### config.mk
export PLATFORM = sky130hd
export DESIGN_NAME = rgb_light_pattern_generator_top
export DESIGN_NICKNAME = d
export VERILOG_FILES = /design/src/rlpg_pkg.sv /design/src/rlpg_color.sv /design/src/rlpg_state.sv /design/src/rgb_light_pattern_generator_top.sv
export SDC_FILE = /design/constraint.sdc
export NUM_CORES = 1
export LEC_CHECK = 0
export BUFFER_PORTS_ARGS = -buffer_cell sky130_fd_sc_hd__buf_2
export CORE_MARGIN = 3
export CORE_UTILIZATION = 45
export DETAILED_ROUTE_END_ITERATION = 6
export PLACE_DENSITY = 0.66
export SLEW_MARGIN = 10
export SYNTH_ARGS = -nofsm -noshare
export SYNTH_HDL_FRONTEND = slang
export SYNTH_SLANG_ARGS = --single-unit
### constraint.sdc
create_clock -name clk -period 13.2 [get_ports clk]
set_input_delay 1.98 -clock clk [delete_from_list [all_inputs] [get_ports clk]]
set_output_delay 1.98 -clock clk [all_outputs]
set_load 0.01 [all_outputs]
### src/rlpg_pkg.sv
// ============================================================================
// rlpg_pkg
// Shared types, constants and the speed table of the RGB pattern generator.
// ============================================================================
package rlpg_pkg;

    localparam int MODE_COUNT         = 14;
    localparam int MODE_W             = 4;
    localparam int STEP_W             = 8;
    localparam int TIMER_W            = 13;
    localparam int DUTY_W             = 7;
    localparam int LEVEL_W            = 4;
    localparam int MS_W               = 8;
    localparam int DEF_SPEED_LEVELS   = 13;
    localparam int TABLE_LEN          = 13;
    localparam logic [LEVEL_W-1:0] RESET_LEVEL = 4'd3;
    localparam logic [DUTY_W-1:0]  DUTY_FULL   = 7'd100;

    // Pattern modes, numbered in display order
    typedef enum logic [MODE_W-1:0] {
        MODE_OFF      = 4'd0,
        MODE_RED      = 4'd1,
        MODE_GREEN    = 4'd2,
        MODE_BLUE     = 4'd3,
        MODE_YELLOW   = 4'd4,
        MODE_PURPLE   = 4'd5,
        MODE_CYAN     = 4'd6,
        MODE_WHITE    = 4'd7,
        MODE_RED_GRN  = 4'd8,
        MODE_BLU_GRN  = 4'd9,
        MODE_RED_BLU  = 4'd10,
        MODE_CYCLE7   = 4'd11,
        MODE_RAMP_RGB = 4'd12,
        MODE_RAMP7    = 4'd13
    } mode_t;

    typedef enum logic {
        OP_TICK = 1'b0,
        OP_KEY  = 1'b1
    } op_t;

    typedef enum logic [1:0] {
        KEY_NONE   = 2'd0,
        KEY_NEXT   = 2'd1,
        KEY_FASTER = 2'd2,
        KEY_SLOWER = 2'd3
    } key_t;

    // Colour decoder output
    typedef struct packed {
        logic              update;
        logic [DUTY_W-1:0] red;
        logic [DUTY_W-1:0] green;
        logic [DUTY_W-1:0] blue;
    } color_t;

    // One result item
    typedef struct packed {
        color_t            color;
        logic              display;
        logic [MODE_W-1:0] mode;
    } result_t;

    // Blink interval in ms per speed level; saturates at the last entry
    function automatic logic [TIMER_W-1:0] interval_ms(input logic [LEVEL_W-1:0] lvl);
        logic [TIMER_W-1:0] iv;
        case (lvl)
            4'd0:    iv = 13'd50;
            4'd1:    iv = 13'd100;
            4'd2:    iv = 13'd200;
            4'd3:    iv = 13'd300;
            4'd4:    iv = 13'd400;
            4'd5:    iv = 13'd500;
            4'd6:    iv = 13'd600;
            4'd7:    iv = 13'd800;
            4'd8:    iv = 13'd1000;
            4'd9:    iv = 13'd1500;
            4'd10:   iv = 13'd2000;
            4'd11:   iv = 13'd3000;
            default: iv = 13'd5000;
        endcase
        return iv;
    endfunction

endpackage

### src/rlpg_color.sv
// ============================================================================
// rlpg_color
// Decodes mode and step into a duty triple and the following step value.
// ============================================================================
module rlpg_color (
    input  logic [rlpg_pkg::MODE_W-1:0] mode,
    input  logic [rlpg_pkg::STEP_W-1:0] step,
    output rlpg_pkg::color_t            color,
    output logic [rlpg_pkg::STEP_W-1:0] step_next
);

    localparam logic [rlpg_pkg::STEP_W-1:0] SEG_LEN   = 8'd20;
    localparam logic [rlpg_pkg::STEP_W-1:0] RAMP_TOP  = 8'd60;
    localparam logic [8:0]                  RAMP7_LEN = 9'd140;

    logic [rlpg_pkg::DUTY_W-1:0] on_lvl;
    logic [rlpg_pkg::DUTY_W-1:0] alt_lvl;
    logic [rlpg_pkg::STEP_W-1:0] toggle;
    logic [rlpg_pkg::STEP_W-1:0] s_inc;
    logic [rlpg_pkg::STEP_W-1:0] s_g;
    logic [rlpg_pkg::STEP_W-1:0] s_b;
    logic [9:0]                  ramp_r;
    logic [9:0]                  ramp_g;
    logic [9:0]                  ramp_b;
    logic [8:0]                  s7_inc;
    logic [15:0]                 q_prod;
    logic [3:0]                  seg_q;
    logic [3:0]                  seg_sel;
    logic [4:0]                  seg_rem;
    logic [7:0]                  seg_lvl;

    // Blink phases and step toggle
    assign on_lvl  = (step == '0) ? rlpg_pkg::DUTY_FULL : '0;
    assign alt_lvl = (step != '0) ? rlpg_pkg::DUTY_FULL : '0;
    assign toggle  = (step == '0) ? 8'd1 : 8'd0;

    // RGB ramp: x5 of the position within each 20-step segment
    assign s_inc  = step + 8'd1;
    assign s_g    = s_inc - SEG_LEN;
    assign s_b    = s_inc - 8'd40;
    assign ramp_r = (10'(s_inc) << 2) + 10'(s_inc);
    assign ramp_g = (10'(s_g) << 2) + 10'(s_g);
    assign ramp_b = (10'(s_b) << 2) + 10'(s_b);

    // Seven-colour ramp: step / 20 by reciprocal (exact for 8-bit steps)
    assign q_prod  = 16'(step) * 16'd205;
    assign seg_q   = q_prod[15:12];
    assign seg_rem = 5'(step - 8'(seg_q) * SEG_LEN);
    assign seg_sel = seg_q + 4'd1;
    assign seg_lvl = (8'(seg_rem) + 8'd1) * 8'd5;
    assign s7_inc  = 9'(step) + 9'd1;

    // Mode decode
    always_comb
    begin
        color     = '0;
        step_next = step;
        case (mode)
            rlpg_pkg::MODE_OFF:
            begin
                color.update = 1'b1;
            end
            rlpg_pkg::MODE_RED:
            begin
                color.update = 1'b1;
                color.red    = on_lvl;
                step_next    = toggle;
            end
            rlpg_pkg::MODE_GREEN:
            begin
                color.update = 1'b1;
                color.green  = on_lvl;
                step_next    = toggle;
            end
            rlpg_pkg::MODE_BLUE:
            begin
                color.update = 1'b1;
                color.blue   = on_lvl;
                step_next    = toggle;
            end
            rlpg_pkg::MODE_YELLOW:
            begin
                color.update = 1'b1;
                color.red    = on_lvl;
                color.green  = on_lvl;
                step_next    = toggle;
            end
            rlpg_pkg::MODE_PURPLE:
            begin
                color.update = 1'b1;
                color.red    = on_lvl;
                color.blue   = on_lvl;
                step_next    = toggle;
            end
            rlpg_pkg::MODE_CYAN:
            begin
                color.update = 1'b1;
                color.green  = on_lvl;
                color.blue   = on_lvl;
                step_next    = toggle;
            end
            rlpg_pkg::MODE_WHITE:
            begin
                color.update = 1'b1;
                color.red    = on_lvl;
                color.green  = on_lvl;
                color.blue   = on_lvl;
                step_next    = toggle;
            end
            rlpg_pkg::MODE_RED_GRN:
            begin
                color.update = 1'b1;
                color.red    = on_lvl;
                color.green  = alt_lvl;
                step_next    = toggle;
            end
            rlpg_pkg::MODE_BLU_GRN:
            begin
                color.update = 1'b1;
                color.green  = alt_lvl;
                color.blue   = on_lvl;
                step_next    = toggle;
            end
            rlpg_pkg::MODE_RED_BLU:
            begin
                color.update = 1'b1;
                color.red    = on_lvl;
                color.blue   = alt_lvl;
                step_next    = toggle;
            end
            rlpg_pkg::MODE_CYCLE7:
            begin
                color.update = 1'b1;
                color.red    = s_inc[0] ? rlpg_pkg::DUTY_FULL : '0;
                color.green  = s_inc[1] ? rlpg_pkg::DUTY_FULL : '0;
                color.blue   = s_inc[2] ? rlpg_pkg::DUTY_FULL : '0;
                step_next    = (s_inc >= 8'd7) ? '0 : s_inc;
            end
            rlpg_pkg::MODE_RAMP_RGB:
            begin
                color.update = 1'b1;
                color.red    = (s_inc <= SEG_LEN) ? ramp_r[6:0] : '0;
                color.green  = (s_inc > SEG_LEN && s_inc <= 8'd40) ? ramp_g[6:0] : '0;
                color.blue   = (s_inc > 8'd40 && s_inc <= RAMP_TOP) ? ramp_b[6:0] : '0;
                step_next    = (s_inc >= RAMP_TOP) ? '0 : s_inc;
            end
            rlpg_pkg::MODE_RAMP7:
            begin
                color.update = 1'b1;
                color.red    = seg_sel[0] ? seg_lvl[6:0] : '0;
                color.green  = seg_sel[1] ? seg_lvl[6:0] : '0;
                color.blue   = seg_sel[2] ? seg_lvl[6:0] : '0;
                step_next    = (s7_inc >= RAMP7_LEN) ? '0 : s7_inc[7:0];
            end
            default:
            begin
                color = '0;
            end
        endcase
    end

endmodule

### src/rlpg_state.sv
// ============================================================================
// rlpg_state
// Pattern state registers, tick timer and key handling for one item.
// ============================================================================
module rlpg_state #(
    parameter int SPEED_LEVELS = rlpg_pkg::DEF_SPEED_LEVELS
) (
    input  logic                        clk,
    input  logic                        rst_n,
    input  logic                        advance,
    input  logic                        operation,
    input  logic [rlpg_pkg::MS_W-1:0]   elapsed_ms,
    input  logic [1:0]                  key_code,
    output rlpg_pkg::result_t           result
);

    localparam logic [rlpg_pkg::LEVEL_W:0] LEVELS = (rlpg_pkg::LEVEL_W + 1)'(SPEED_LEVELS);

    logic [rlpg_pkg::MODE_W-1:0]  mode_reg,  mode_next;
    logic [rlpg_pkg::STEP_W-1:0]  step_reg,  step_next;
    logic [rlpg_pkg::TIMER_W-1:0] timer_reg, timer_next;
    logic [rlpg_pkg::LEVEL_W-1:0] level_reg, level_next;

    rlpg_pkg::color_t             dec_color;
    logic [rlpg_pkg::STEP_W-1:0]  dec_step;
    logic [rlpg_pkg::TIMER_W:0]   timer_sum;
    logic [rlpg_pkg::TIMER_W-1:0] interval;
    logic                         due;
    rlpg_pkg::key_t               key;

    rlpg_color u_color (
        .mode      (mode_reg),
        .step      (step_reg),
        .color     (dec_color),
        .step_next (dec_step)
    );

    assign key       = rlpg_pkg::key_t'(key_code);
    assign due       = (timer_reg == '0);
    assign interval  = rlpg_pkg::interval_ms(level_reg);
    assign timer_sum = (rlpg_pkg::TIMER_W + 1)'(timer_reg) + (rlpg_pkg::TIMER_W + 1)'(elapsed_ms);

    // Next state and result for the item in the input register
    always_comb
    begin
        mode_next      = mode_reg;
        step_next      = step_reg;
        timer_next     = timer_reg;
        level_next     = level_reg;
        result         = '0;
        if (rlpg_pkg::op_t'(operation) == rlpg_pkg::OP_TICK)
        begin
            if (due)
            begin
                result.color = dec_color;
                step_next    = dec_step;
            end
            timer_next = (timer_sum >= (rlpg_pkg::TIMER_W + 1)'(interval)) ?
                         '0 : timer_sum[rlpg_pkg::TIMER_W-1:0];
        end
        else
        begin
            case (key)
                rlpg_pkg::KEY_NEXT:
                begin
                    mode_next      = (mode_reg >= 4'(rlpg_pkg::MODE_COUNT - 1)) ?
                                     '0 : mode_reg + 4'd1;
                    result.display = 1'b1;
                end
                rlpg_pkg::KEY_FASTER:
                begin
                    if (level_reg != '0)
                    begin
                        level_next = level_reg - 4'd1;
                    end
                end
                rlpg_pkg::KEY_SLOWER:
                begin
                    if ((5'(level_reg) + 5'd1) < LEVELS)
                    begin
                        level_next = level_reg + 4'd1;
                    end
                end
                default:
                begin
                    level_next = level_reg;
                end
            endcase
            step_next  = '0;
            timer_next = '0;
        end
        result.mode = mode_next;
    end

    // State registers
    always_ff @(posedge clk or negedge rst_n)
    begin
        if (!rst_n)
        begin
            mode_reg  <= rlpg_pkg::MODE_OFF;
            step_reg  <= '0;
            timer_reg <= '0;
            level_reg <= rlpg_pkg::RESET_LEVEL;
        end
        else if (advance)
        begin
            mode_reg  <= mode_next;
            step_reg  <= step_next;
            timer_reg <= timer_next;
            level_reg <= level_next;
        end
    end

    // Checks
    mode_in_range: assert property (@(posedge clk) disable iff (!rst_n)
        mode_reg < 4'(rlpg_pkg::MODE_COUNT))
        else $error("pattern mode out of range");

    timer_below_max: assert property (@(posedge clk) disable iff (!rst_n)
        timer_reg < 13'd5000)
        else $error("interval timer reached the longest interval");

    key_clears_timer: assert property (@(posedge clk) disable iff (!rst_n)
        advance && operation |=> timer_reg == '0 && step_reg == '0)
        else $error("key item did not clear step and timer");

endmodule

### src/rgb_light_pattern_generator_top.sv
// ============================================================================
// rgb_light_pattern_generator_top
// Stage-light RGB pattern generator: tick and key items in, one result out.
// ============================================================================
// Path: the input register takes an accepted item; the state update then
//   writes the result register, held while that is full and out_ready is low.
// Throughput: one item per cycle while out_ready keeps the result register free;
//   the state update is a single pass of small compares and adds between the two registers.
// Reset: rst_n clears both registers' valid flags, mode to off, step and
//   timer to zero and the speed level to 3.
module rgb_light_pattern_generator_top #(
    parameter int SPEED_LEVELS = rlpg_pkg::DEF_SPEED_LEVELS
) (
    input  logic                          clk,
    input  logic                          rst_n,
    input  logic                          in_valid,
    output logic                          in_ready,
    input  logic                          operation,
    input  logic [rlpg_pkg::MS_W-1:0]     elapsed_ms,
    input  logic [1:0]                    key_code,
    output logic                          out_valid,
    input  logic                          out_ready,
    output logic                          color_update,
    output logic [rlpg_pkg::DUTY_W-1:0]   red_duty,
    output logic [rlpg_pkg::DUTY_W-1:0]   green_duty,
    output logic [rlpg_pkg::DUTY_W-1:0]   blue_duty,
    output logic                          display_update,
    output logic [rlpg_pkg::MODE_W-1:0]   shown_mode
);

    logic                        in_vld_reg, in_vld_next;
    logic                        op_reg;
    logic [rlpg_pkg::MS_W-1:0]   ms_reg;
    logic [1:0]                  key_reg;
    logic                        out_vld_reg, out_vld_next;
    rlpg_pkg::result_t           res_reg;
    rlpg_pkg::result_t           res_next;
    logic                        advance;
    logic                        in_take;

    // Handshake
    assign advance     = in_vld_reg && (!out_vld_reg || out_ready);
    assign in_ready    = !in_vld_reg || advance;
    assign in_take     = in_valid && in_ready;
    assign in_vld_next = in_take ? 1'b1 : (advance ? 1'b0 : in_vld_reg);
    assign out_vld_next = advance ? 1'b1 : (out_ready ? 1'b0 : out_vld_reg);

    rlpg_state #(
        .SPEED_LEVELS (SPEED_LEVELS)
    ) u_state (
        .clk        (clk),
        .rst_n      (rst_n),
        .advance    (advance),
        .operation  (op_reg),
        .elapsed_ms (ms_reg),
        .key_code   (key_reg),
        .result     (res_next)
    );

    // Input register
    always_ff @(posedge clk or negedge rst_n)
    begin
        if (!rst_n)
        begin
            in_vld_reg <= 1'b0;
        end
        else
        begin
            in_vld_reg <= in_vld_next;
        end
    end

    always_ff @(posedge clk)
    begin
        if (in_take)
        begin
            op_reg  <= operation;
            ms_reg  <= elapsed_ms;
            key_reg <= key_code;
        end
    end

    // Result register
    always_ff @(posedge clk or negedge rst_n)
    begin
        if (!rst_n)
        begin
            out_vld_reg <= 1'b0;
        end
        else
        begin
            out_vld_reg <= out_vld_next;
        end
    end

    always_ff @(posedge clk)
    begin
        if (advance)
        begin
            res_reg <= res_next;
        end
    end

    assign out_valid      = out_vld_reg;
    assign color_update   = res_reg.color.update;
    assign red_duty       = res_reg.color.red;
    assign green_duty     = res_reg.color.green;
    assign blue_duty      = res_reg.color.blue;
    assign display_update = res_reg.display;
    assign shown_mode     = res_reg.mode;

    // Checks
    empty_out_takes_input: assert property (@(posedge clk) disable iff (!rst_n)
        !out_vld_reg |-> in_ready)
        else $error("input stalled while result register empty");

    key_has_no_color: assert property (@(posedge clk) disable iff (!rst_n)
        out_vld_reg && display_update |-> !color_update)
        else $error("mode display and colour update in one item");

    idle_color_zero: assert property (@(posedge clk) disable iff (!rst_n)
        out_vld_reg && !color_update |->
            red_duty == '0 && green_duty == '0 && blue_duty == '0)
        else $error("duty driven without colour update");

    duty_in_range: assert property (@(posedge clk) disable iff (!rst_n)
        out_vld_reg |-> red_duty <= rlpg_pkg::DUTY_FULL &&
            green_duty <= rlpg_pkg::DUTY_FULL && blue_duty <= rlpg_pkg::DUTY_FULL)
        else $error("duty above full scale");

endmodule
== Yosys cells after proc, flatten, opt, wreduce, memory -nomap -nowiden ==
Memory sizes are Yosys's and may differ from the RTL's.
Index checks and enable logic that the tools add are counted.
Widths: inputs -> output; s select.

* Register bits after elaboration: 69
* ROM bits: 192
* Output and inout bits: 29
* Logic and storage cells: 126
* Memories kept: 1

* Add/subtract/negate cells: 15
* $mul: 3
* Magnitude comparators: 11
* Eq/ne operators: 18
* Multiplexer cells: 35
* Bitwise operators: 1
* Reduce and logical (&&, ||, !) cells: 27

{| class="wikitable"
|+ Memories
! name !! words !! bits a word !! read ports !! clocked after Yosys merged registers in !! write ports !! RTL line !! RTL
|-
| (no name shown) || 16 || 12 || 1 || 0 || 0 || rlpg_pkg.sv:67 || <nowiki>case (lvl)</nowiki>
|}

{| class="wikitable"
|+ Operators with widths
! cell !! count
|-
| $mux 7 || 11
|-
| $pmux 7 s5 || 2
|-
| $mux 8 || 5
|-
| $pmux 8 s4 || 1
|-
| $pmux 7 s4 || 1
|-
| $mux 13 || 2
|-
| $eq 4x4->1 const B || 6
|-
| $add 7x7->7 || 3
|-
| $mux 4 || 5
|-
| $eq 4x3->1 const B || 4
|-
| $le 8x6->1 const B || 2
|-
| $mul 8x8->16 const B || 1
|-
| $add 13x8->14 || 1
|-
| $ge 14x13->1 || 1
|-
| $reduce_or 14->1 || 1
|-
| $logic_not 13->1 || 1
|-
| $reduce_or 10->1 || 1
|-
| $add 8x1->9 const B || 1
|-
| $ge 9x8->1 const B || 1
|-
| $add 4x1->4 const B || 2
|-
| $add 8x1->8 const B || 1
|-
| $eq 4x2->1 const B || 2
|-
| $ge 8x3->1 const B || 1
|-
| $ge 8x6->1 const B || 1
|-
| other kinds (36) || 53
|}

== Logic depth before layout (Yosys ltp) ==
Gate-level depths: netlist of run 1.

* Depth after elaboration: 7
* Gate-level depth with buffers: 31

== Cells and area by module ==
From an unflattened synthesis of run 1, not the netlist that was laid out.

* Cells, all modules: 664
* Area total of the unflattened synthesis: 6602.6 um^2

{| class="wikitable"
|+ Modules (own cells, without submodules)
! module !! times used !! cells each !! area each (um^2) !! seq. area each (um^2)
|-
| rlpg_color || 1 || 335 || 2815.2 || 0.0
|-
| rlpg_state || 1 || 283 || 2542.4 || 728.2
|-
| rgb_light_pattern_generator_top || 1 || 46 || 1244.9 || 1191.1
|}

== Least setup slack after synthesis of run 1 ==
Ideal clock, no wire load.

* Kind: reg-to-reg
* Start point: reg u_state.step_reg[0] (netlist name)
* End point: reg res_reg (netlist bit blue_duty[6]), data pin
* Library setup time: 271 ps
* Data arrival time: 6920 ps
* Required time: 12929 ps
* Path slack: 6009 ps
* Stages on the path, launching flop included: 32
* Buffers on the path: 1
* Cell sequence: dfrtp_1 -> buf_2 -> inv_1 -> ha_1 -> ha_1 -> inv_1 -> fa_1 -> fa_1 -> inv_1 -> ha_1 -> nand4_1 -> nor2_1 -> o311ai_2 -> a21o_1 -> nand2_1 -> xnor2_1 -> inv_1 -> ha_1 -> fa_1 -> xnor2_1 -> xnor3_1 -> xnor2_1 -> xnor2_1 -> ha_1 -> ha_1 -> a21o_1 -> a21oi_1 -> xnor2_1 -> xnor2_2 -> xnor2_1 -> a221oi_2 -> nor2_1

* Longest elaborated chain between the ends: 7

{| class="wikitable"
|+ Ends and longest elaborated chain
! element !! RTL line !! RTL
|-
| start, declared || rlpg_state.sv:20 || <nowiki>logic [rlpg_pkg::STEP_W-1:0] step_reg, step_next;</nowiki>
|-
| start signal, assigned || rlpg_state.sv:108 || <nowiki>step_reg <= step_next;</nowiki>
|-
| $mul 8x8->16 || rlpg_color.sv:46 || <nowiki>assign q_prod = 16'(step) * 16'd205;</nowiki>
|-
| $mul 4x3->3 || rlpg_color.sv:48 || <nowiki>assign seg_rem = 5'(step - 8'(seg_q) * SEG_LEN);</nowiki>
|-
| $sub 5x5->5 || rlpg_color.sv:48 ||
|-
| $add 5x1->6 || rlpg_color.sv:50 || <nowiki>assign seg_lvl = (8'(seg_rem) + 8'd1) * 8'd5;</nowiki>
|-
| $mul 6x3->7 || rlpg_color.sv:50 ||
|-
| $mux 7 || rlpg_color.sv:152 || <nowiki>color.blue = seg_sel[2] ? seg_lvl[6:0] : '0;</nowiki>
|-
| $pmux 7 s5 (*) || rlpg_color.sv:58 || <nowiki>case (mode)</nowiki>
|-
| end signal, assigned || rgb_light_pattern_generator_top.sv:100 || <nowiki>res_reg <= res_next;</nowiki>
|-
| end, declared || rgb_light_pattern_generator_top.sv:36 || <nowiki>rlpg_pkg::result_t res_reg;</nowiki>
|}

Mark *: on every way between the ends. The rest lies on a longest branch, timed or not.
A chain may end at the register's enable or synchronous reset.

== Worst setup path in the final report of run 1 ==
Ends and elaborated chain as after synthesis.

==> results of run 1 <==
==> where the power goes <==
| group | switching (mW) | total, mW | internal (mW) | leakage, nW |
|---|---|---|---|---|
| Combinational | 0.263 | 0.462 | 0.199 | 2.37 |
| Clock | 0.0839 | 0.214 | 0.131 | 0.129 |
| Sequential | 0.0535 | 0.321 | 0.268 | 0.781 |
==> layout make-up <==
class | instances | share of cell area (%)
clock inverters | 3 | 0.182
flip-flops and latches | 69 | 27.8
inverters | 59 | 3.21
repair buffers | 44 | 3.23
multi-input cells | 497 | 58.7
well taps | 176 | 3.19
clock buffers | 13 | 3.63
==> per-layer routing <==
metal | vias to the layer above | track usage (%) | part of all wire, %
li1 | 2365 | - | -
met5 | - | 0 | 0
met1 | 2321 | 24.8 | 44
met4 | 0 | 7.75 | 2.8
met3 | 29 | 4.36 | 5.3
met2 | 141 | 31.6 | 47
==> cells in the mapped netlist (4+ instances only) <==
master	count
clkbuf_1	12
mux2_2	5
fa_1	17
nand4_1	7
nand3_1	12
ha_1	107
a22oi_1	4
nor3_1	11
nor2_1	33
a32oi_1	4
a22o_1	12
or2_2	4
nand2b_1	11
a21o_1	20
o21ai_0	33
and2_1	5
o211ai_1	4
xnor2_1	38
nand2_1	54
xor2_1	15
dfrtp_1	29
a21oi_1	41
nor2b_1	4
inv_1	58
edfxtp_1	38
a31oi_1	9
o21bai_1	5
==> kinds of logic (layout without fill, tap and decap cells) <==
kind of cell | after synthesis | count (layout) | share of synthesized area [%]
flip-flops | 69 | 69 | 30.7
AND/OR/NAND/NOR | 152 | 152 | 11.4
adder cells (fa/ha/maj) | 125 | 125 | 27.0
XOR/XNOR | 57 | 57 | 8.57
AO/OA/AOI/OAI | 156 | 156 | 16.5
multiplexers | 7 | 7 | 1.22
buffers and inverters | 74 | 119 | 4.51
==> how the worst max path moves through the flow <==
| stage | depth (start not counted) | slack, ns | endpoint |
|---|---|---|---|
| 2_1_floorplan | 31 | 6.01 | blue_duty[6]$_SDFFCE_PP0P_ |
| 3_3_place_gp | 30 | 5.33 | blue_duty[6]$_SDFFCE_PP0P_ |
| 3_5_place_dp | 30 | 4.98 | blue_duty[6]$_SDFFCE_PP0P_ |
| 4_1_cts | 30 | 4.95 | blue_duty[6]$_SDFFCE_PP0P_ |
| 5_1_grt | 30 | 4.46 | blue_duty[6]$_SDFFCE_PP0P_ |
| 6_report | 30 | 4.96 | blue_duty[6]$_SDFFCE_PP0P_ |
==> stage by stage <==
stage               hold WS [ns]  total power [mW]
floorplan                  0.457             0.668
global placement           0.476             0.770
detailed placement         0.494             0.785
CTS                        0.502              1.01
global route               0.519              1.09
finish                     0.495             0.998
==> critical path, delay by kind of cell, from the launching register on <==
kind / cells / cell delay (ns)
AOI/OAI and AO/OA: 5 / 1.11
xor gates and xnor gates: 8 / 1.89
adders and majority gates: 9 / 3.46
buffers and inverters: 4 / 0.50
DFF: 1 / 0.73
and+or+nand+nor: 4 / 0.31
==> impl_metrics.yaml, run 1 <==
clocking:
  cts_buffers: 9
  insertion_delay_ns: 0.34
  cts_root_buffer: "clkbuf_16"
  cts_buffer_depth: 2
  clk_pin_slew_worst_paths_ns: 0.05
  post_cts_buffers: 0
  cts_resized: 0
  cts_hold_buf: 0
  cts_tree: "done"
  htreeDepth: 3
  cts_sinks: 69
routing:
  wl_per_cell_um: 15.9
  drc: 0
  drt-pass1-iter-count: 5
  drt_iter0_drc: 405
  via_count: 4856
  wl_mm: 13.7
  vias_per_cell: 5.64
  postRouteAntennaNets: 0
synth:
  synth_top_flop_cell: "edfxtp_1"
  synth-seq-cells: 69
  yosysTopAreaCell: "ha_1"
  yosysSeqAreaShare_pct: 30.7
  avgSynthCellArea_um2: 9.76
  synth_area_um2: 6250
  synthTopCellsByArea: "ha_1, edfxtp_1, dfrtp_1, fa_1, xnor2_1"
  synth_edf_count: 38
  netlist.area_leader.share_pct: 21.4
  synth_cell_types: 56
  postSynth.asyncResetShare_pct: 44.9
  syn_nets: 779
  netlist_instances: 640
  yosysWarnings: 0
floorplanning:
  dieHeight_um: 124
  coreArea_um2: 13400
  row_count: 42
  start_util_pct: 46.6
  die_area_um2: 15300
  fp.dieW_um: 124
  io-pin-count: 44
min_path:
  min_to: "out_valid$_DFFE_PN0P_"
  hp-start: "in_vld_reg$_DFFE_PN0P_"
  hp-class: "reg2reg"
  min_path_cells: 1
layout:
  layout_commonest_cell: "ha_1"
  n_antenna_cell: 0
  nNetsFinal: 819
  fin_util_pct: 51.4
  multiInputGateArea_um2: 4050
  drive_gt1_share_pct: 10.7
  area.sequential_um2: 1920
  fillers: 1255
  synthToLayoutAreaGrowth_pct: 10.3
  largest_reg_flops: 13
  final_cells: 861
  fin_area_um2: 6890
  layout_common_cells: "ha_1, inv_1, nand2_1, buf_2, a21oi_1"
place:
  dp.cells: 845
  place_area_um2: 6630
  hpwl_mm: 10.9
  io_buffers: 43
  place.gp.congestion: 0.871
  dp_slack_ns: 4.98
outcome:
  status: "finished clean"
global_route:
  gr-total-overflow: 0
  grt_pass1_vias: 4781
  grt_max_degree: 34
  grt_pass1_wl_mm: 23.1
  grt_usage_pct: 19.3
  antenna_found_initial: 0
pwr:
  cellPowerDensity_nw_per_um2: 145
  irDropWorstVdd_v: 0.0000684
  p_leak_nw: 3.28
timing:
  worstMarginPinSlew_ns: 1.04
  fmax_mhz: 121
  slew_violations: 0
  finClkSkew_ns: 0.00779
  fin_setup_tns_ns: 0
  setup_violations: 0
  hold_violations: 0
  setup_slack_ns: 4.96
  relSlewSlack_pct: 29.6
  fin_crit_ns: 8.24
  fin_crit_sh_pct: 62.4
  rsz0062_at_grt: "no"
setup_path:
  cp_max_fo: 15
  max_stage_delay_ns: 0.73
  crit_type: "reg2reg"
  reg2reg_setup_slack_ns: 4.96
  r2r-end: "blue_duty[6]$_SDFFCE_PP0P_"
  worstReg2RegStart: "u_state.step_reg[0]$_DFFE_PN0P_"
  crit_start: "u_state.step_reg[0]$_DFFE_PN0P_"
  worst_ep_arrival_time_ns: 8.31
  required_ns: 13.27
  start_kind: "flop"
  cp-end-kind: "flop"
  critPathSlowestCell: "dfrtp_1"
  r2r_cells: 30
job:
  cap_viol_max_count: 0
Note: power is estimated with default switching activity, not from simulation.
==> run 2: changes to the inputs <==
--- a/config.mk
+++ b/config.mk
@@ -9,7 +9,7 @@
 export CORE_MARGIN = 3
 export CORE_UTILIZATION = 45
 export DETAILED_ROUTE_END_ITERATION = 6
-export PLACE_DENSITY = 0.66
+export PLACE_DENSITY = 0.69
 export SLEW_MARGIN = 10
 export SYNTH_ARGS = -nofsm -noshare
 export SYNTH_HDL_FRONTEND = slang
==> constraint.sdc (replaced) <==
create_clock -name clk -period 7.42 [get_ports clk]
set_input_delay 1.113 -clock clk [delete_from_list [all_inputs] [get_ports clk]]
set_output_delay 1.113 -clock clk [all_outputs]
set_load 0.01 [all_outputs]
==> run 2 against run 1 <==
Global-route usage up 0.093 points. Flip-flop and latch count is the same. Hold slack improved by 0.0034 ns. Clock-buffer cell count is 4 lower. Setup slack worse by 4.5 ns. Cell count grew 0.70%. Register-to-register slack got worse by 4.5 ns. Clock skew grew 0.0019 ns. Highest routed layer unchanged. Largest cell class unchanged. Die area did not move.
==> impl_metrics.yaml, run 2 (synthesis gave the netlist of run 1 again) <==
floorplanning:
  coreArea_um2: 13400
  row_count: 42
  dieHeight_um: 124
  start_util_pct: 46.6
  die_area_um2: 15300
  fp.dieW_um: 124
  io-pin-count: 44
setup_path:
  r2r-end: "blue_duty[6]$_SDFFCE_PP0P_"
  start_kind: "flop"
  critPathMostFrequentCell: "ha_1"
  worstReg2RegStart: "u_state.step_reg[5]$_DFFE_PN0P_"
  max_stage_delay_ns: 0.55
  cp-end-kind: "flop"
  worst_ep_arrival_time_ns: 7.09
  reg2reg_setup_slack_ns: 0.41
  r2r_cells: 29
  cp_max_fo: 5
  crit_type: "reg2reg"
  critPathSlowestCell: "fa_1"
  required_ns: 7.50
layout:
  fin_util_pct: 52.2
  nNetsFinal: 825
  layout_commonest_cell: "ha_1"
  final_cells: 867
  n_antenna_cell: 0
  layout_common_cells: "ha_1, inv_1, nand2_1, buf_2, a21oi_1"
  drive_gt1_share_pct: 12.6
  largest_reg_flops: 13
  fin_area_um2: 7000
  fillers: 1200
  synthToLayoutAreaGrowth_pct: 12.1
global_route:
  grt_busiest_layer: "met2"
  antenna_found_initial: 0
  grt_pass1_vias: 4844
  grt_use_met2_pct: 31.9
  grt_usage_pct: 19.4
  grt_pass1_wl_mm: 23.3
  gr-total-overflow: 0
  grt_max_degree: 34
  grtUsageMet1_pct: 24.5
  use_met3_pct: 4.22
clocking:
  cts_root_buffer: "clkbuf_16"
  clk_pin_slew_worst_paths_ns: 0.06
  cts_buffer_depth: 2
  cts_sinks: 69
  cts_hold_buf: 0
  cts_buffers: 9
  insertion_delay_ns: 0.35
  cts_tree: "done"
  htreeDepth: 3
min_path:
  hp-class: "reg2reg"
  min_path_cells: 1
  hp-start: "in_vld_reg$_DFFE_PN0P_"
  min_to: "out_valid$_DFFE_PN0P_"
timing:
  worstMarginPinSlew_ns: 1.07
  relSlewSlack_pct: 27.9
  slew_violations: 0
  fin_crit_sh_pct: 94.4
  setup_slack_ns: 0.412
  setup_violations: 0
  whs_ns: 0.499
  fin_crit_ns: 7.01
  rsz0062_at_grt: "no"
  hold_violations: 0
  fmax_mhz: 143
  finClkSkew_ns: 0.00970
  fin_setup_tns_ns: 0
routing:
  drt-pass1-iter-count: 5
  drt_iter0_drc: 290
  wl_mm: 13.9
  wl_per_cell_um: 16.0
  vias_per_cell: 5.61
  drc: 0
  via_count: 4865
  postRouteAntennaNets: 0
place:
  hpwl_mm: 10.7
  place_area_um2: 6660
  io_buffers: 43
  dp.cells: 849
  place.gp.congestion: 0.926
  dp_slack_ns: 0.285
job:
  cap_viol_max_count: 0
pwr:
  cellPowerDensity_nw_per_um2: 266
  p_total_mw: 1.87
  irDropWorstVdd_v: 0.000174
  p_leak_nw: 3.34
outcome:
  status: "finished clean"
run 2: critical path: cells and delay by family (launching register included):
family	cells	cell delay, ns
adder cells (fa/ha/maj)	9	3.17
buffers and inverters	4	0.31
XOR/XNOR	8	1.44
AO/OA/AOI/OAI	5	1.11
flip-flops	1	0.42
AND/OR/NAND/NOR	3	0.29
run 2: metal layers:
metal	routed length [um]	part of all wire [%]
met5	0	0
met4	433	3.1
met3	696	5.0
met2	6740	49
met1	6020	43
run 2: what timing repair did:
| action | CTS | global route |
|---|---|---|
| resized for setup | 0 | 4 |
| hold endpoints to repair | 0 | 0 |
| endpoints found under the setup margin | 0 | 2 |
| setup buffers | 0 | 2 |
run 2: where the power goes:
group          switching, mW  total [mW]  internal (mW)  leakage, nW
clock network          0.165       0.457          0.292        0.153
logic                  0.488       0.849          0.361         2.41
registers             0.0839       0.560          0.476        0.780
total                  0.737        1.87           1.13         3.34
run 2: how the worst max path moves through the flow:
stage,to,cells after the start,slack (ns),start
finish,blue_duty[6]$_SDFFCE_PP0P_,29,0.41,u_state.step_reg[5]$_DFFE_PN0P_
global route,blue_duty[6]$_SDFFCE_PP0P_,29,0.01,u_state.step_reg[5]$_DFFE_PN0P_
global placement,blue_duty[6]$_SDFFCE_PP0P_,30,0.55,u_state.step_reg[0]$_DFFE_PN0P_
floorplan,blue_duty[6]$_SDFFCE_PP0P_,31,0.23,u_state.step_reg[0]$_DFFE_PN0P_
detailed placement,blue_duty[6]$_SDFFCE_PP0P_,30,0.29,u_state.step_reg[1]$_DFFE_PN0P_
CTS,blue_duty[6]$_SDFFCE_PP0P_,30,0.25,u_state.step_reg[1]$_DFFE_PN0P_
run 2: cell type report:
type                       count  area (um^2)  area share, %
inverter                      59          221           3.16
clock inverter                 7         90.1           1.29
multi-input combinational    497         4060           57.9
sequential                    69         1920           27.4
tap                          176          220           3.15
clock buffer                   9          225           3.22
timing repair buffer          50          268           3.82
==> run 3: changes to the inputs <==
--- a/config.mk
+++ b/config.mk
@@ -7,9 +7,9 @@
 export LEC_CHECK = 0
 export BUFFER_PORTS_ARGS = -buffer_cell sky130_fd_sc_hd__buf_2
 export CORE_MARGIN = 3
-export CORE_UTILIZATION = 45
+export CORE_UTILIZATION = 35
 export DETAILED_ROUTE_END_ITERATION = 6
-export PLACE_DENSITY = 0.69
+export PLACE_DENSITY = 0.57
 export SLEW_MARGIN = 10
 export SYNTH_ARGS = -nofsm -noshare
 export SYNTH_HDL_FRONTEND = slang
==> run 3 against run 2 <==
First-iteration DRC count is 16% lower. Utilization is 12 points lower. Critical path type unchanged. Critical endpoint unchanged. Cell count is 5.7% higher. Highest routed layer unchanged.
==> impl_metrics.yaml, run 3 (synthesis gave the netlist of run 1 again) <==
pwr:
  p_leak_nw: 3.34
  internal-power_mw: 1.09
  switching_share_pct: 40.5
  p_sw_uw: 744
  cellPowerDensity_nw_per_um2: 260
  pwr-share-clk_pct: 23.1
  irDropWorstVdd_v: 0.000144
  sequentialPowerShare_pct: 30.4
  p_total_mw: 1.84
  combPwrFrac_pct: 46.5
global_route:
  antenna_found_initial: 0
  grt_usage_pct: 15.1
  gr-total-overflow: 0
  grt_pass1_wl_mm: 24.3
  grt_max_degree: 34
  grt_pass1_vias: 4872
floorplanning:
  start_util_pct: 36.0
  row_count: 48
  die_area_um2: 19500
  dieHeight_um: 140
  coreArea_um2: 17400
  io-pin-count: 44
  fp.dieW_um: 140
routing:
  postRouteAntennaNets: 0
  wl_per_cell_um: 15.6
  via_count: 4797
  drt_iter0_drc: 244
  wl_mm: 14.3
  drt-pass1-iter-count: 5
  vias_per_cell: 5.24
  drc: 0
outcome:
  status: "finished clean"
min_path:
  hp-class: "reg2reg"
  min_path_cells: 1
clocking:
  cts_sinks: 69
  insertion_delay_ns: 0.34
  htreeDepth: 3
  cts_buffer_depth: 2
  clk_pin_slew_worst_paths_ns: 0.06
  cts_hold_buf: 0
  cts_buffers: 9
  cts_tree: "done"
  cts_root_buffer: "clkbuf_16"
timing:
  worstMarginPinSlew_ns: 1.11
  hold_violations: 0
  setup_violations: 0
  slew_violations: 0
  finClkSkew_ns: 0.00932
  fin_crit_sh_pct: 93.8
  relSlewSlack_pct: 25.2
  fmax_mhz: 144
  setup_slack_ns: 0.459
  fin_crit_ns: 6.96
place:
  hpwl_mm: 11.1
  place_area_um2: 6720
  place.gp.congestion: 0.852
  dp_slack_ns: 0.283
  io_buffers: 43
layout:
  layout_common_cells: "ha_1, inv_1, nand2_1, buf_2, a21oi_1"
  layout_commonest_cell: "ha_1"
  fin_area_um2: 7060
  fillers: 1671
  n_antenna_cell: 0
  drive_gt1_share_pct: 12.9
  synthToLayoutAreaGrowth_pct: 13.0
  largest_reg_flops: 13
  nNetsFinal: 825
setup_path:
  required_ns: 7.49
  max_stage_delay_ns: 0.53
  cp_max_fo: 14
  critPathMostFrequentCell: "ha_1"
  start_kind: "flop"
  critPathSlowestCell: "fa_1"
  r2r_cells: 29
  crit_type: "reg2reg"
  worst_ep_arrival_time_ns: 7.03
  cp-end-kind: "flop"
job:
  cap_viol_max_count: 0
-- run 3: cell types whose count changed in the layout (fill, tap and decap cells not counted) --
cell,previous run,this run
bufinv_16,2,0
xnor2_1,37,35
xnor2_2,4,6
clkbuf_1,0,1
clkbuf_16,9,10
clkbuf_8,0,1
clkinv_1,2,1
clkinv_2,2,1
clkinv_4,1,2
clkinvlp_4,1,0
inv_4,0,1
-- run 3: path summary, 6_finish.rpt --
| check | start | endpoint | slack (ns) |
|---|---|---|---|
| min in group asynchronous | rst_n | u_state.timer_reg[7]$_DFFE_PN0P_ | 0.85 |
| min reg2reg | in_vld_reg$_DFFE_PN0P_ | out_valid$_DFFE_PN0P_ | 0.49 |
| min | in_vld_reg$_DFFE_PN0P_ | out_valid$_DFFE_PN0P_ | 0.49 |
| max reg2reg | u_state.step_reg[0]$_DFFE_PN0P_ | blue_duty[6]$_SDFFCE_PP0P_ | 0.46 |
| max | u_state.step_reg[0]$_DFFE_PN0P_ | blue_duty[6]$_SDFFCE_PP0P_ | 0.46 |
| max in group asynchronous | rst_n | u_state.step_reg[5]$_DFFE_PN0P_ | 6.03 |
-- run 3: layout make-up --
class | instances | area (um^2) | share of cell area (%)
Clock buffer | 12 | 268 | 3.79
Sequential cell | 69 | 1920 | 27.2
Timing Repair Buffer | 50 | 268 | 3.79
Inverter | 59 | 221 | 3.14
Tap cell | 225 | 282 | 3.99
Clock inverter | 4 | 28.8 | 0.408
Multi-Input combinational cell | 497 | 4070 | 57.7
-- run 3: per-stage QoR --
stage / cells / utilization, % / TNS (ns) / hold WS (ns)
after floorplan: 640 / - / 0 / 0.457
after global placement: 898 / 38.7 / 0 / 0.472
after detailed placement: 898 / 38.7 / 0 / 0.480
after CTS: 914 / 40.4 / 0 / 0.498
after global routing: 916 / 40.7 / -0.0133 / 0.530
final: 916 / 40.7 / 0 / 0.494
-- run 3: per-layer routing --
layer | GRT usage (%) | wire length [um] | part of all wire [%] | vias up
met4 | 3.37 | 155 | 1.1 | 0
met1 | 19.1 | 6260 | 44 | 2291
met2 | 26.9 | 7260 | 51 | 121
li1 | - | - | - | 2372
met3 | 2.92 | 599 | 4.2 | 13
met5 | 0 | 0 | 0 | -
-- run 3: critical path: cells and delay by family (launching register included) --
kind,cells,cell delay (ns)
flops,1,0.36
compound gates,5,0.95
simple gates,2,0.17
buf+inv,4,0.42
fa+ha+maj,9,3.23
xor+xnor,9,1.55
-- run 3: repair_timing --
item,CTS,global route
setup buffers,0,2
resized for setup,0,6
endpoints found under the setup margin,0,3
-- run 3: power groups by stage --
stage	Combinational (mW)	Sequential, mW	Clock (mW)
after CTS	0.858	0.556	0.435
final	0.854	0.559	0.425
after global placement	0.824	0.560	0
after floorplan	0.652	0.536	0
after detailed placement	0.845	0.563	0
after global routing	0.973	0.571	0.453
